**config.mk**
```make
export PLATFORM = sky130hd
export DESIGN_NAME = edge_half_period_statistics
export DESIGN_NICKNAME = d
export VERILOG_FILES = /design/src/design/ehps_pkg.sv /design/src/design/ehps_core.sv /design/src/design/edge_half_period_statistics.sv
export SDC_FILE = /design/constraint.sdc
export NUM_CORES = 1
export LEC_CHECK = 0
export BUFFER_PORTS_ARGS = -buffer_cell sky130_fd_sc_hd__buf_2
export CAP_MARGIN = 15
export CORE_MARGIN = 4
export CORE_UTILIZATION = 55
export DETAILED_ROUTE_END_ITERATION = 8
export GPL_ROUTABILITY_DRIVEN = 0
export PLACE_DENSITY = 0.84
export REMOVE_ABC_BUFFERS = 1
export SLEW_MARGIN = 10
export SYNTH_ARGS = -nofsm -noshare
export SYNTH_HDL_FRONTEND = slang
export SYNTH_SLANG_ARGS = --single-unit
export TNS_END_PERCENT = 30
```
**constraint.sdc**
```tcl
create_clock -name clk_i -period 8.2 [get_ports clk_i]
set_input_delay 0.82 -clock clk_i [delete_from_list [all_inputs] [get_ports clk_i]]
set_output_delay 0.82 -clock clk_i [all_outputs]
set_load 0.03 [all_outputs]
```
**src/design/ehps_pkg.sv**
```systemverilog
// Shared widths, constants and the result type of the half-period statistics block.
`default_nettype none

package ehps_pkg;

  localparam int unsigned SampleW = 8;
  localparam int unsigned PinW = 3;
  localparam int unsigned FieldW = 19;
  localparam logic [FieldW-1:0] FieldMax = {FieldW{1'b1}};
  localparam int unsigned DefMaxSamples = 524288;

  // Five result fields packed back to back, padded to whole bytes.
  localparam int unsigned ResultW = 5 * FieldW;
  localparam int unsigned OutTdataW = ((ResultW + 7) / 8) * 8;

  typedef struct packed {
    logic [FieldW-1:0] half_period_count;
    logic [FieldW-1:0] half_period_sum;
    logic [FieldW-1:0] max_half_period;
    logic [FieldW-1:0] min_half_period;
    logic [FieldW-1:0] transition_count;
  } result_t;

endpackage

`default_nettype wire

```
**src/design/ehps_core.sv**
```systemverilog
// Capture state and per-sample update of the half-period statistics.
`default_nettype none

module ehps_core #(
  parameter int unsigned MAX_SAMPLES = ehps_pkg::DefMaxSamples
) (
  input  wire logic              clk_i,
  input  wire logic              rst_ni,
  input  wire logic              valid_i,
  input  wire logic              level_i,
  input  wire logic              last_i,
  output ehps_pkg::result_t      result_o
);

  localparam int unsigned FW = ehps_pkg::FieldW;
  localparam int unsigned IdxW = (MAX_SAMPLES > 1) ? $clog2(MAX_SAMPLES) : 1;
  localparam int unsigned GW = ((IdxW + 1) > FW) ? (IdxW + 1) : FW;
  localparam logic [IdxW:0] MaxCnt = (IdxW + 1)'(MAX_SAMPLES);
  localparam logic [FW-1:0] FMax = ehps_pkg::FieldMax;

  logic            first_q, first_d;
  logic            prev_q, prev_d;
  logic [IdxW-1:0] idx_q, idx_d;
  logic [IdxW-1:0] last_edge_q, last_edge_d;
  logic [FW-1:0]   edges_q, edges_d;
  logic [FW-1:0]   shortest_q, shortest_d;
  logic [FW-1:0]   longest_q, longest_d;
  logic [FW-1:0]   sum_q, sum_d;
  logic [FW-1:0]   gaps_q, gaps_d;

  logic [IdxW:0]   next_idx;
  logic [IdxW:0]   diff;
  logic [GW-1:0]   gap_ext;
  logic [FW-1:0]   gap;
  logic [FW:0]     sum_ext;

  assign next_idx = {1'b0, idx_q} + {{IdxW{1'b0}}, 1'b1};
  assign diff     = next_idx - {1'b0, last_edge_q};
  assign gap_ext  = GW'(diff);
  assign gap      = (gap_ext > GW'(FMax)) ? FMax : gap_ext[FW-1:0];
  assign sum_ext  = {1'b0, sum_q} + {1'b0, gap};

  always_comb begin
    first_d     = first_q;
    prev_d      = prev_q;
    idx_d       = idx_q;
    last_edge_d = last_edge_q;
    edges_d     = edges_q;
    shortest_d  = shortest_q;
    longest_d   = longest_q;
    sum_d       = sum_q;
    gaps_d      = gaps_q;

    if (valid_i) begin
      if (first_q) begin
        first_d = 1'b0;
        prev_d  = level_i;
        idx_d   = '0;
      end else if (next_idx < MaxCnt) begin
        idx_d = next_idx[IdxW-1:0];
        if (level_i != prev_q) begin
          // The first change only marks where the next half-period starts.
          if (edges_q != '0) begin
            if (gap < shortest_q) shortest_d = gap;
            if (gap > longest_q) longest_d = gap;
            sum_d  = sum_ext[FW] ? FMax : sum_ext[FW-1:0];
            gaps_d = (gaps_q == FMax) ? gaps_q : gaps_q + 1'b1;
          end
          edges_d     = (edges_q == FMax) ? edges_q : edges_q + 1'b1;
          last_edge_d = next_idx[IdxW-1:0];
          prev_d      = level_i;
        end
      end
    end

    result_o.transition_count  = edges_d;
    result_o.min_half_period   = (gaps_d != '0) ? shortest_d : '0;
    result_o.max_half_period   = longest_d;
    result_o.half_period_sum   = sum_d;
    result_o.half_period_count = gaps_d;

    if (valid_i && last_i) begin
      first_d     = 1'b1;
      prev_d      = 1'b0;
      idx_d       = '0;
      last_edge_d = '0;
      edges_d     = '0;
      shortest_d  = FMax;
      longest_d   = '0;
      sum_d       = '0;
      gaps_d      = '0;
    end
  end

  always_ff @(posedge clk_i or negedge rst_ni) begin
    if (!rst_ni) begin
      first_q     <= 1'b1;
      prev_q      <= 1'b0;
      idx_q       <= '0;
      last_edge_q <= '0;
      edges_q     <= '0;
      shortest_q  <= FMax;
      longest_q   <= '0;
      sum_q       <= '0;
      gaps_q      <= '0;
    end else begin
      first_q     <= first_d;
      prev_q      <= prev_d;
      idx_q       <= idx_d;
      last_edge_q <= last_edge_d;
      edges_q     <= edges_d;
      shortest_q  <= shortest_d;
      longest_q   <= longest_d;
      sum_q       <= sum_d;
      gaps_q      <= gaps_d;
    end
  end

  a_restart: assert property (@(posedge clk_i) disable iff (!rst_ni)
    valid_i && last_i |=> first_q && edges_q == '0 && gaps_q == '0)
    else $error("capture state not cleared after last beat");

  a_gaps_le_edges: assert property (@(posedge clk_i) disable iff (!rst_ni)
    gaps_q <= edges_q)
    else $error("more half-periods than transitions");

  a_min_le_max: assert property (@(posedge clk_i) disable iff (!rst_ni)
    gaps_q != '0 |-> shortest_q <= longest_q && shortest_q != '0)
    else $error("minimum half-period inconsistent with maximum");

endmodule

`default_nettype wire

```
**src/design/edge_half_period_statistics.sv**
```systemverilog
// Top level: input stage, statistics core and result register of the half-period block.
//
//  Channel   Direction  Beat contents
//  s_axis    in         tdata[7:0] sample, tlast last_sample
//  m_axis    out        tdata[94:0] five 19-bit statistics, zero padded to 96
//  cfg       in         cfg_wdata_i[2:0] pin_select, written when cfg_we_i is high
//
// One sample beat is accepted per cycle unless a stalled result holds the input stage;
// a result beat is offered once the last sample has passed the input register, then
// the result register.
// Reset clears the capture state and selects pin 0.
// A stalled result only stops input when the input stage holds a last sample.
`default_nettype none

module edge_half_period_statistics #(
  parameter int unsigned MAX_SAMPLES = ehps_pkg::DefMaxSamples
) (
  input  wire logic                               clk_i,
  input  wire logic                               rst_ni,
  input  wire logic                               cfg_we_i,
  input  wire logic [ehps_pkg::PinW-1:0]          cfg_wdata_i,
  input  wire logic                               s_axis_tvalid,
  output logic                                    s_axis_tready,
  input  wire logic [ehps_pkg::SampleW-1:0]       s_axis_tdata,  // [7:0] sample
  input  wire logic                               s_axis_tlast,  // last_sample
  output logic                                    m_axis_tvalid,
  input  wire logic                               m_axis_tready,
  // [18:0] transition_count, [37:19] min_half_period, [56:38] max_half_period,
  // [75:57] half_period_sum, [94:76] half_period_count, [95] zero
  output logic [ehps_pkg::OutTdataW-1:0]          m_axis_tdata
);

  logic [ehps_pkg::PinW-1:0]    pin_q;
  logic                         in_valid_q;
  logic [ehps_pkg::SampleW-1:0] in_sample_q;
  logic                         in_last_q;
  logic                         out_valid_q;
  ehps_pkg::result_t            out_data_q;
  ehps_pkg::result_t            core_result;
  logic                         advance;
  logic                         in_fire;
  logic                         out_fire;

  assign out_fire = m_axis_tvalid && m_axis_tready;
  // The stage moves on unless it carries a result that has nowhere to go.
  assign advance  = in_valid_q && (!in_last_q || !out_valid_q || m_axis_tready);
  assign s_axis_tready = !in_valid_q || advance;
  assign in_fire  = s_axis_tvalid && s_axis_tready;

  always_ff @(posedge clk_i or negedge rst_ni) begin
    if (!rst_ni) begin
      pin_q <= '0;
    end else if (cfg_we_i) begin
      pin_q <= cfg_wdata_i;
    end
  end

  always_ff @(posedge clk_i or negedge rst_ni) begin
    if (!rst_ni) begin
      in_valid_q <= 1'b0;
    end else if (s_axis_tready) begin
      in_valid_q <= s_axis_tvalid;
    end
  end

  always_ff @(posedge clk_i) begin
    if (in_fire) begin
      in_sample_q <= s_axis_tdata;
      in_last_q   <= s_axis_tlast;
    end
  end

  ehps_core #(
    .MAX_SAMPLES(MAX_SAMPLES)
  ) u_core (
    .clk_i   (clk_i),
    .rst_ni  (rst_ni),
    .valid_i (advance),
    .level_i (in_sample_q[pin_q]),
    .last_i  (in_last_q),
    .result_o(core_result)
  );

  always_ff @(posedge clk_i or negedge rst_ni) begin
    if (!rst_ni) begin
      out_valid_q <= 1'b0;
    end else if (advance && in_last_q) begin
      out_valid_q <= 1'b1;
    end else if (out_fire) begin
      out_valid_q <= 1'b0;
    end
  end

  always_ff @(posedge clk_i) begin
    if (advance && in_last_q) begin
      out_data_q <= core_result;
    end
  end

  assign m_axis_tvalid = out_valid_q;
  assign m_axis_tdata  = {{(ehps_pkg::OutTdataW - ehps_pkg::ResultW){1'b0}},
                          out_data_q.half_period_count,
                          out_data_q.half_period_sum,
                          out_data_q.max_half_period,
                          out_data_q.min_half_period,
                          out_data_q.transition_count};

  a_result_source: assert property (@(posedge clk_i) disable iff (!rst_ni)
    $rose(m_axis_tvalid) |-> $past(advance && in_last_q))
    else $error("result beat without a last sample behind it");

  a_no_overwrite: assert property (@(posedge clk_i) disable iff (!rst_ni)
    out_valid_q && !m_axis_tready |-> !(advance && in_last_q))
    else $error("pending result overwritten");

endmodule

`default_nettype wire
```
Yosys cells after proc, flatten, opt, wreduce, memory -nomap -nowiden
Index checks and enable logic that the tools add are counted.
{"block": "word_totals", "regBits": 244, "latchBits": 0, "mem_bits_rw": 0, "romBits": 0, "word_cells": 109, "mem_count": 0}
{"block": "op_classes", "n_addsub": 5, "n_mul": 0, "div": 0, "magnitude_cmp": 5, "eq_ne": 4, "shifts": 0, "muxes": 55, "n_bitwise": 0, "reduce_logical": 21}
{"cell": "$mux W19", "count": 44}
{"cell": "$add A19 B1 Y19 const B", "count": 2}
{"cell": "$eq A19 B19 Y1 const B", "count": 2}
{"cell": "$reduce_bool A19 Y1", "count": 2}
{"cell": "$add A19 B1 Y20 const B", "count": 1}
{"cell": "$add A19 B19 Y20", "count": 1}
{"cell": "$gt A20 B19 Y1 const B", "count": 1}
{"cell": "$lt A20 B20 Y1 const B", "count": 1}
{"cell": "$sub A20 B19 Y20", "count": 1}
{"cell": "$gt A19 B19 Y1", "count": 1}
{"cell": "$lt A19 B19 Y1", "count": 1}
{"cell": "$mux W1", "count": 10}
{"cell": "$reduce_bool A2 Y1", "count": 4}
{"cell": "$reduce_bool A3 Y1", "count": 2}
{"cell": "$logic_and A1 B1 Y1", "count": 4}
{"cell": "$lt A3 B4 Y1 const B", "count": 1}
{"cell": "$reduce_and A4 Y1", "count": 1}
{"cell": "$bmux W1 S3", "count": 1}
{"cell": "$logic_not A1 Y1", "count": 3}
{"cell": "$logic_or A1 B1 Y1", "count": 3}
{"cell": "$reduce_and A3 Y1", "count": 1}
{"cell": "$ne A2 B2 Y1 const B", "count": 1}
{"cell": "$reduce_and A2 Y1", "count": 1}
{"cell": "$ne A1 B1 Y1", "count": 1}

Longest topological paths before layout
{"block": "depth", "depth_word": 12, "depth_mapped": 29}

Cells and area by module
A second synthesis with hierarchy kept.
{"block": "unflattened", "hier_cells": 1329, "area_unflattened_um2": 13645.6}
{"module": "ehps_core", "instances": 1, "cells_per_inst": 1204, "area_each_um2": 10239.8, "seq_area_each_um2": 3403.3}
{"module": "edge_half_period_statistics", "instances": 1, "cells_per_inst": 125, "area_each_um2": 3405.8, "seq_area_each_um2": 3248.1}

Worst setup path before layout
No wires, ideal clock.
{"block": "synth_timing", "path_kind": "register to register", "start": "register u_core.idx_q[0]", "end": "register out_data_q (netlist bit m_axis_tdata[33]), data pin", "setup_time_ns": 0.150, "arrival_time_ns": 6.070, "required_time_ns": 8.050, "path_slack_ns": 1.980, "stages_incl_launch_ff": 27, "path_buffers": 5, "path_cell_list": "dfrtp_1 > ha_1 > clkbuf_1 > nand2_1 > nor2_1 > nand3_1 > nor2_1 > xor2_1 > ha_1 > clkbuf_1 > a21oi_1 > o21ai_0 > a211o_1 > o21ai_0 > clkbuf_1 > clkbuf_1 > nand3_1 > ha_1 > a21o_1 > a21o_1 > a21o_1 > a211oi_1 > o21ai_0 > a2111oi_2 > clkbuf_1 > a21oi_1 > nor3_2"}
{"block": "synth_via", "elab_chain_cells": 11, "word_cells_on_any_way": 16}
{"element": "from (decl)", "line_no": "ehps_core.sv:23", "rtl": "logic [IdxW-1:0] idx_q, idx_d;"}
{"element": "from (signal assigned)", "line_no": "ehps_core.sv:109", "rtl": "idx_q <= idx_d;"}
{"element": "$add A19 B1 Y20 (*)", "line_no": "ehps_core.sv:37", "rtl": "assign next_idx = {1'b0, idx_q} + {{IdxW{1'b0}}, 1'b1};"}
{"element": "$sub A20 B19 Y20", "line_no": "ehps_core.sv:38", "rtl": "assign diff = next_idx - {1'b0, last_edge_q};"}
{"element": "$gt A20 B19 Y1", "line_no": "ehps_core.sv:40", "rtl": "assign gap = (gap_ext > GW'(FMax)) ? FMax : gap_ext[FW-1:0];"}
{"element": "$mux W19", "line_no": "ehps_core.sv:40"}
{"element": "$lt A19 B19 Y1", "line_no": "ehps_core.sv:64", "rtl": "if (gap < shortest_q) shortest_d = gap;"}
{"element": "$mux W19", "line_no": "ehps_core.sv:64"}
{"element": "$mux W19", "line_no": "ehps_core.sv:63", "rtl": "if (edges_q != '0) begin"}
{"element": "$mux W19", "line_no": "ehps_core.sv:61", "rtl": "if (level_i != prev_q) begin"}
{"element": "$mux W19", "line_no": "ehps_core.sv:59", "rtl": "end else if (next_idx < MaxCnt) begin"}
{"element": "$mux W19", "line_no": "ehps_core.sv:55", "rtl": "if (first_q) begin"}
{"element": "$mux W19", "line_no": "ehps_core.sv:54", "rtl": "if (valid_i) begin"}
{"element": "to (signal assigned)", "line_no": "edge_half_period_statistics.sv:96", "rtl": "out_data_q <= core_result;"}
{"element": "to (decl)", "line_no": "edge_half_period_statistics.sv:38", "rtl": "ehps_pkg::result_t out_data_q;"}
Mark *: on every way between the ends. The rest lies on a longest branch, timed or not.
A chain may end at the register's enable or synchronous reset.

==> summary.txt <==
Outcome
  – Outcome: completed

Synth
  – Yosys top cell by area: edfxtp_1
  – Synth Area in Simple Gates: 0.1774
  – Post-synthesis xor/xnor area fraction: 0.04929
  – EDFF count, synth: 104
  – Post-Syn Area: 0.01350 sq mm
  – Synth top area cells: edfxtp_1, dfrtp_1, ha_1, dfstp_2, and2_1
  – Post-synth top area share: 0.2313
  – Mapped Cells: 1297
  – Most frequent cell after synthesis: dfrtp_1
  – #FFs+latches synth: 244
  – Syn. warnings: 0
  – Post-Synth Adder-Cell Area: 0.07616
  – Multiplexer share of the synthesized area: 0.02622
  – Yosys cell types: 76
  – Post-synthesis sequential area ratio: 0.4925
  – Post-synthesis compound-gate area fraction: 0.1376
  – Largest family of logic cells by synthesized area: simple AND/OR/NAND/NOR gates
  – Primary FF master, synth: dfrtp_1
  – Syn Area/Cell: 10.41 sq um
  – Top post-synthesis cells by count: dfrtp_1, edfxtp_1, nor2_1
  – Asr flop ratio synth: 0.5738

Timing
  – Final hold violations: 0
  – Max Clk Rate: 147.3 MHz
  – RSZ-0062 raised after global routing: false
  – Final period util: 0.8281
  – Worst Skew: 0.01072 ns
  – Worst-margin pin slew: 0.9085 ns
  – Slew Limit Headroom: 0.3907
  – Fin crit period: 6.790 ns
  – Slew Viols, Final: 0
  – Setup TNS: 0 ns
  – Setup violations, final: 0

Setup path
  – Slowest CP cell: or3_1
  – Crit path DAT: 7.07 ns
  – CP Class: register to register
  – Beginning of the critical path: u_core.idx_q[2]$_DFFE_PN0P_
  – Critical Path RT: 8.48 ns
  – Setup crit start kind: register
  – R2R Setup Slk: 1.41 ns
  – Worst Setup End Kind: register
  – Reg2reg end: m_axis_tdata[65]$_DFFE_PP_
  – Worst setup path end: m_axis_tdata[65]$_DFFE_PP_
  – R2R cell count: 23
  – CP most frequent cell: and3_1
  – Worst R2R Start: u_core.idx_q[2]$_DFFE_PN0P_
  – Slowest cell delay on critical path: 0.65 ns
  – CP max FO: 21
  – Family with the most delay on the worst path: simple AND/OR/NAND/NOR gates
  – Buf+Inv Stages, Crit Path: 1
  – CP Cell Sequence: nand3_2 -> nor3_1 -> and3_1 -> and3_1 -> and3_1 -> and3_1 -> xnor2_1 -> inv_1 -> ha_1 -> a21oi_1 -> nor2_1 -> a211o_1 -> or3_1 -> nand3_1 -> ha_1 -> a21o_1 -> a21oi_1 -> nand3b_1 -> a31oi_1 -> or3_1 -> nand3_1 -> nand2_1 -> o22a_1
  – Worst path depth: 23

Global route
  – Gr usage total: 0.2190
  – Antenna violations before repair: 0
  – First-pass GRT wire length: 49.23 mm
  – Pin count of the biggest net entering global routing: 94
  – Overflow after GRT: 0
  – Vias in the first global route: 10038

Finish
  – Final core occ: 0.6307
  – Fill cells: 1840
  – Final #Nets: 1495
  – N_diodes: 0
  – Layout area overhead: 13.24%
  – Share of layout cells above drive strength 1: 0.1778

Detailed routing
  – Routed Antenna Nets: 0
  – Vias per cell: 5.953
  – First DRT Iteration DRCs: 750
  – DR WL/cell: 17.17 um
  – Iteration count of the initial detailed-routing pass: 5
  – Via count: 10364
  – WL final: 29.90 mm
  – # DRC: 0

Clock tree
  – Clock Path Buffers: 3
  – Clock sinks: 244
  – CTS Buf Count: 26
  – CTS tree: built
  – Cts hold-fix bufs: 0
  – Root Driver: clkbuf_16
  – H-tree depth: 1
  – Worst-path clk slew: 0.06 ns
  – Clock Latency Late Sink: 0.53 ns
  – # resized after CTS: 0
  – # Post-CTS Setup Buffers: 0

Floorplanning
  – Initial core utilization: 0.5569
  – Die X-Extent: 164.7 um
  – Core area: 0.02425 sq mm
  – Row count: 57
  – I/O pins: 115
  – Die area: 0.02712 sq mm
  – Die height: 164.7 um

Run
  – Max cap viols: 0

Power and ir drop
  – VDD IR max: 0.0002318 V
  – Pwr/cell area: 306.6 mW/mm^2
  – Total power: 4688 uW
  – Lkg Pwr: 0.006881 uW

Place
  – Port-buffer cells: 113
  – Post-detail-place hpwl: 21.20 mm

Worst hold path
  – Min-Delay Path Class: primary input to asynchronous set/reset pin
-- layout make-up --
| cell class | instances | area (sq um) | share of cell area |
|---|---|---|---|
| clock buffer | 30 | 706.9 | 0.04623 |
| multi-input combinational | 916 | 6321 | 0.4134 |
| timing repair buffer | 127 | 674.4 | 0.04410 |
| inverter | 82 | 310.3 | 0.02029 |
| sequential | 244 | 6651 | 0.4350 |
| tap | 324 | 405.4 | 0.02651 |
| clock inverter | 18 | 222.7 | 0.01456 |
-- metal layers --
layer  vias to the layer above  wire length [um]  global-route usage
met5                         -                 0                   0
li1                       4932                 -                   -
met2                       380             14590              0.3709
met4                         0               949             0.07713
met3                        72              1854             0.03144
met1                      4980             12500              0.2895
-- worst register-to-register path: cells and delay by family, from the launching register on --
family	cells	cell delay [ns]
compound gates	6	1.32
xor+xnor	1	0.16
fa+ha+maj	2	0.64
buf+inv	1	0.07
flops	1	0.47
simple gates	13	3.88
-- power by group --
| group | internal (uW) | leakage (uW) | switching [uW] |
|---|---|---|---|
| logic | 717 | 0.00362 | 1130 |
| registers | 1500 | 0.00283 | 92.9 |
| clock network | 750 | 0.000436 | 493 |
-- placed cells by master, fill, tap and decap left out, types with 49 or more instances in the layout --
master / synthesis / layout
dfrtp_1: 120 / 120
buf_2: 2 / 113
edfxtp_1: 104 / 104
nor2_1: 88 / 88
inv_1: 82 / 81
ha_1: 79 / 79
and2_1: 74 / 74
a21oi_1: 74 / 74
o21ai_0: 69 / 68
nand2_1: 66 / 66
xnor2_1: 49 / 49
-- stage by stage --
| stage | cell area [sq um] | setup slack [ns] | instances | hold WS, ns |
|---|---|---|---|---|
| 3_5_place_dp | 14360 | 1.526 | 1693 | 0.5039 |
| 3_3_place_gp | 14360 | 1.704 | 1692 | 0.4872 |
| 4_1_cts | 15290 | 1.515 | 1741 | 0.3161 |
| 6_report | 15290 | 1.410 | 1741 | 0.2953 |
| 5_1_grt | 15290 | 0.7589 | 1741 | 0.3361 |
| 2_1_floorplan | 13270 | 0.9162 | 1242 | 0.4637 |
-- worst min path at each step --
stage                              startpoint                         to  slack (ns)  cells after the start
global route                           rst_ni  u_core.sum_q[3]$_DFF_PN0_        0.34                      1
finish                                 rst_ni  u_core.sum_q[3]$_DFF_PN0_        0.30                      1
floorplan           u_core.prev_q$_DFFE_PN0P_  u_core.prev_q$_DFFE_PN0P_        0.46                      2
CTS                                    rst_ni  u_core.sum_q[3]$_DFF_PN0_        0.32                      1
global placement    u_core.prev_q$_DFFE_PN0P_  u_core.prev_q$_DFFE_PN0P_        0.49                      2
detailed placement  u_core.prev_q$_DFFE_PN0P_  u_core.prev_q$_DFFE_PN0P_        0.50                      2
-- state kept, by name, indices dropped and copies added (netlist names), 3 cells and up --
register / cells
pin_q: 3
u_core.sum_q: 19
in_sample_q: 8
u_core.gaps_q: 19
m_axis_tdata: 95
u_core.edges_q: 19
u_core.idx_q: 19
u_core.shortest_q: 19
u_core.longest_q: 19
u_core.last_edge_q: 19
-- kinds of logic after synthesis --
logic type      count (synthesis)
simple gates                  440
compound gates                288
flops                         244
buf+inv                       137
fa+ha+maj                      81
xor+xnor                       76
mux                            30
other cells                     1
No activity file was read; power rests on OpenSTA's default activity.
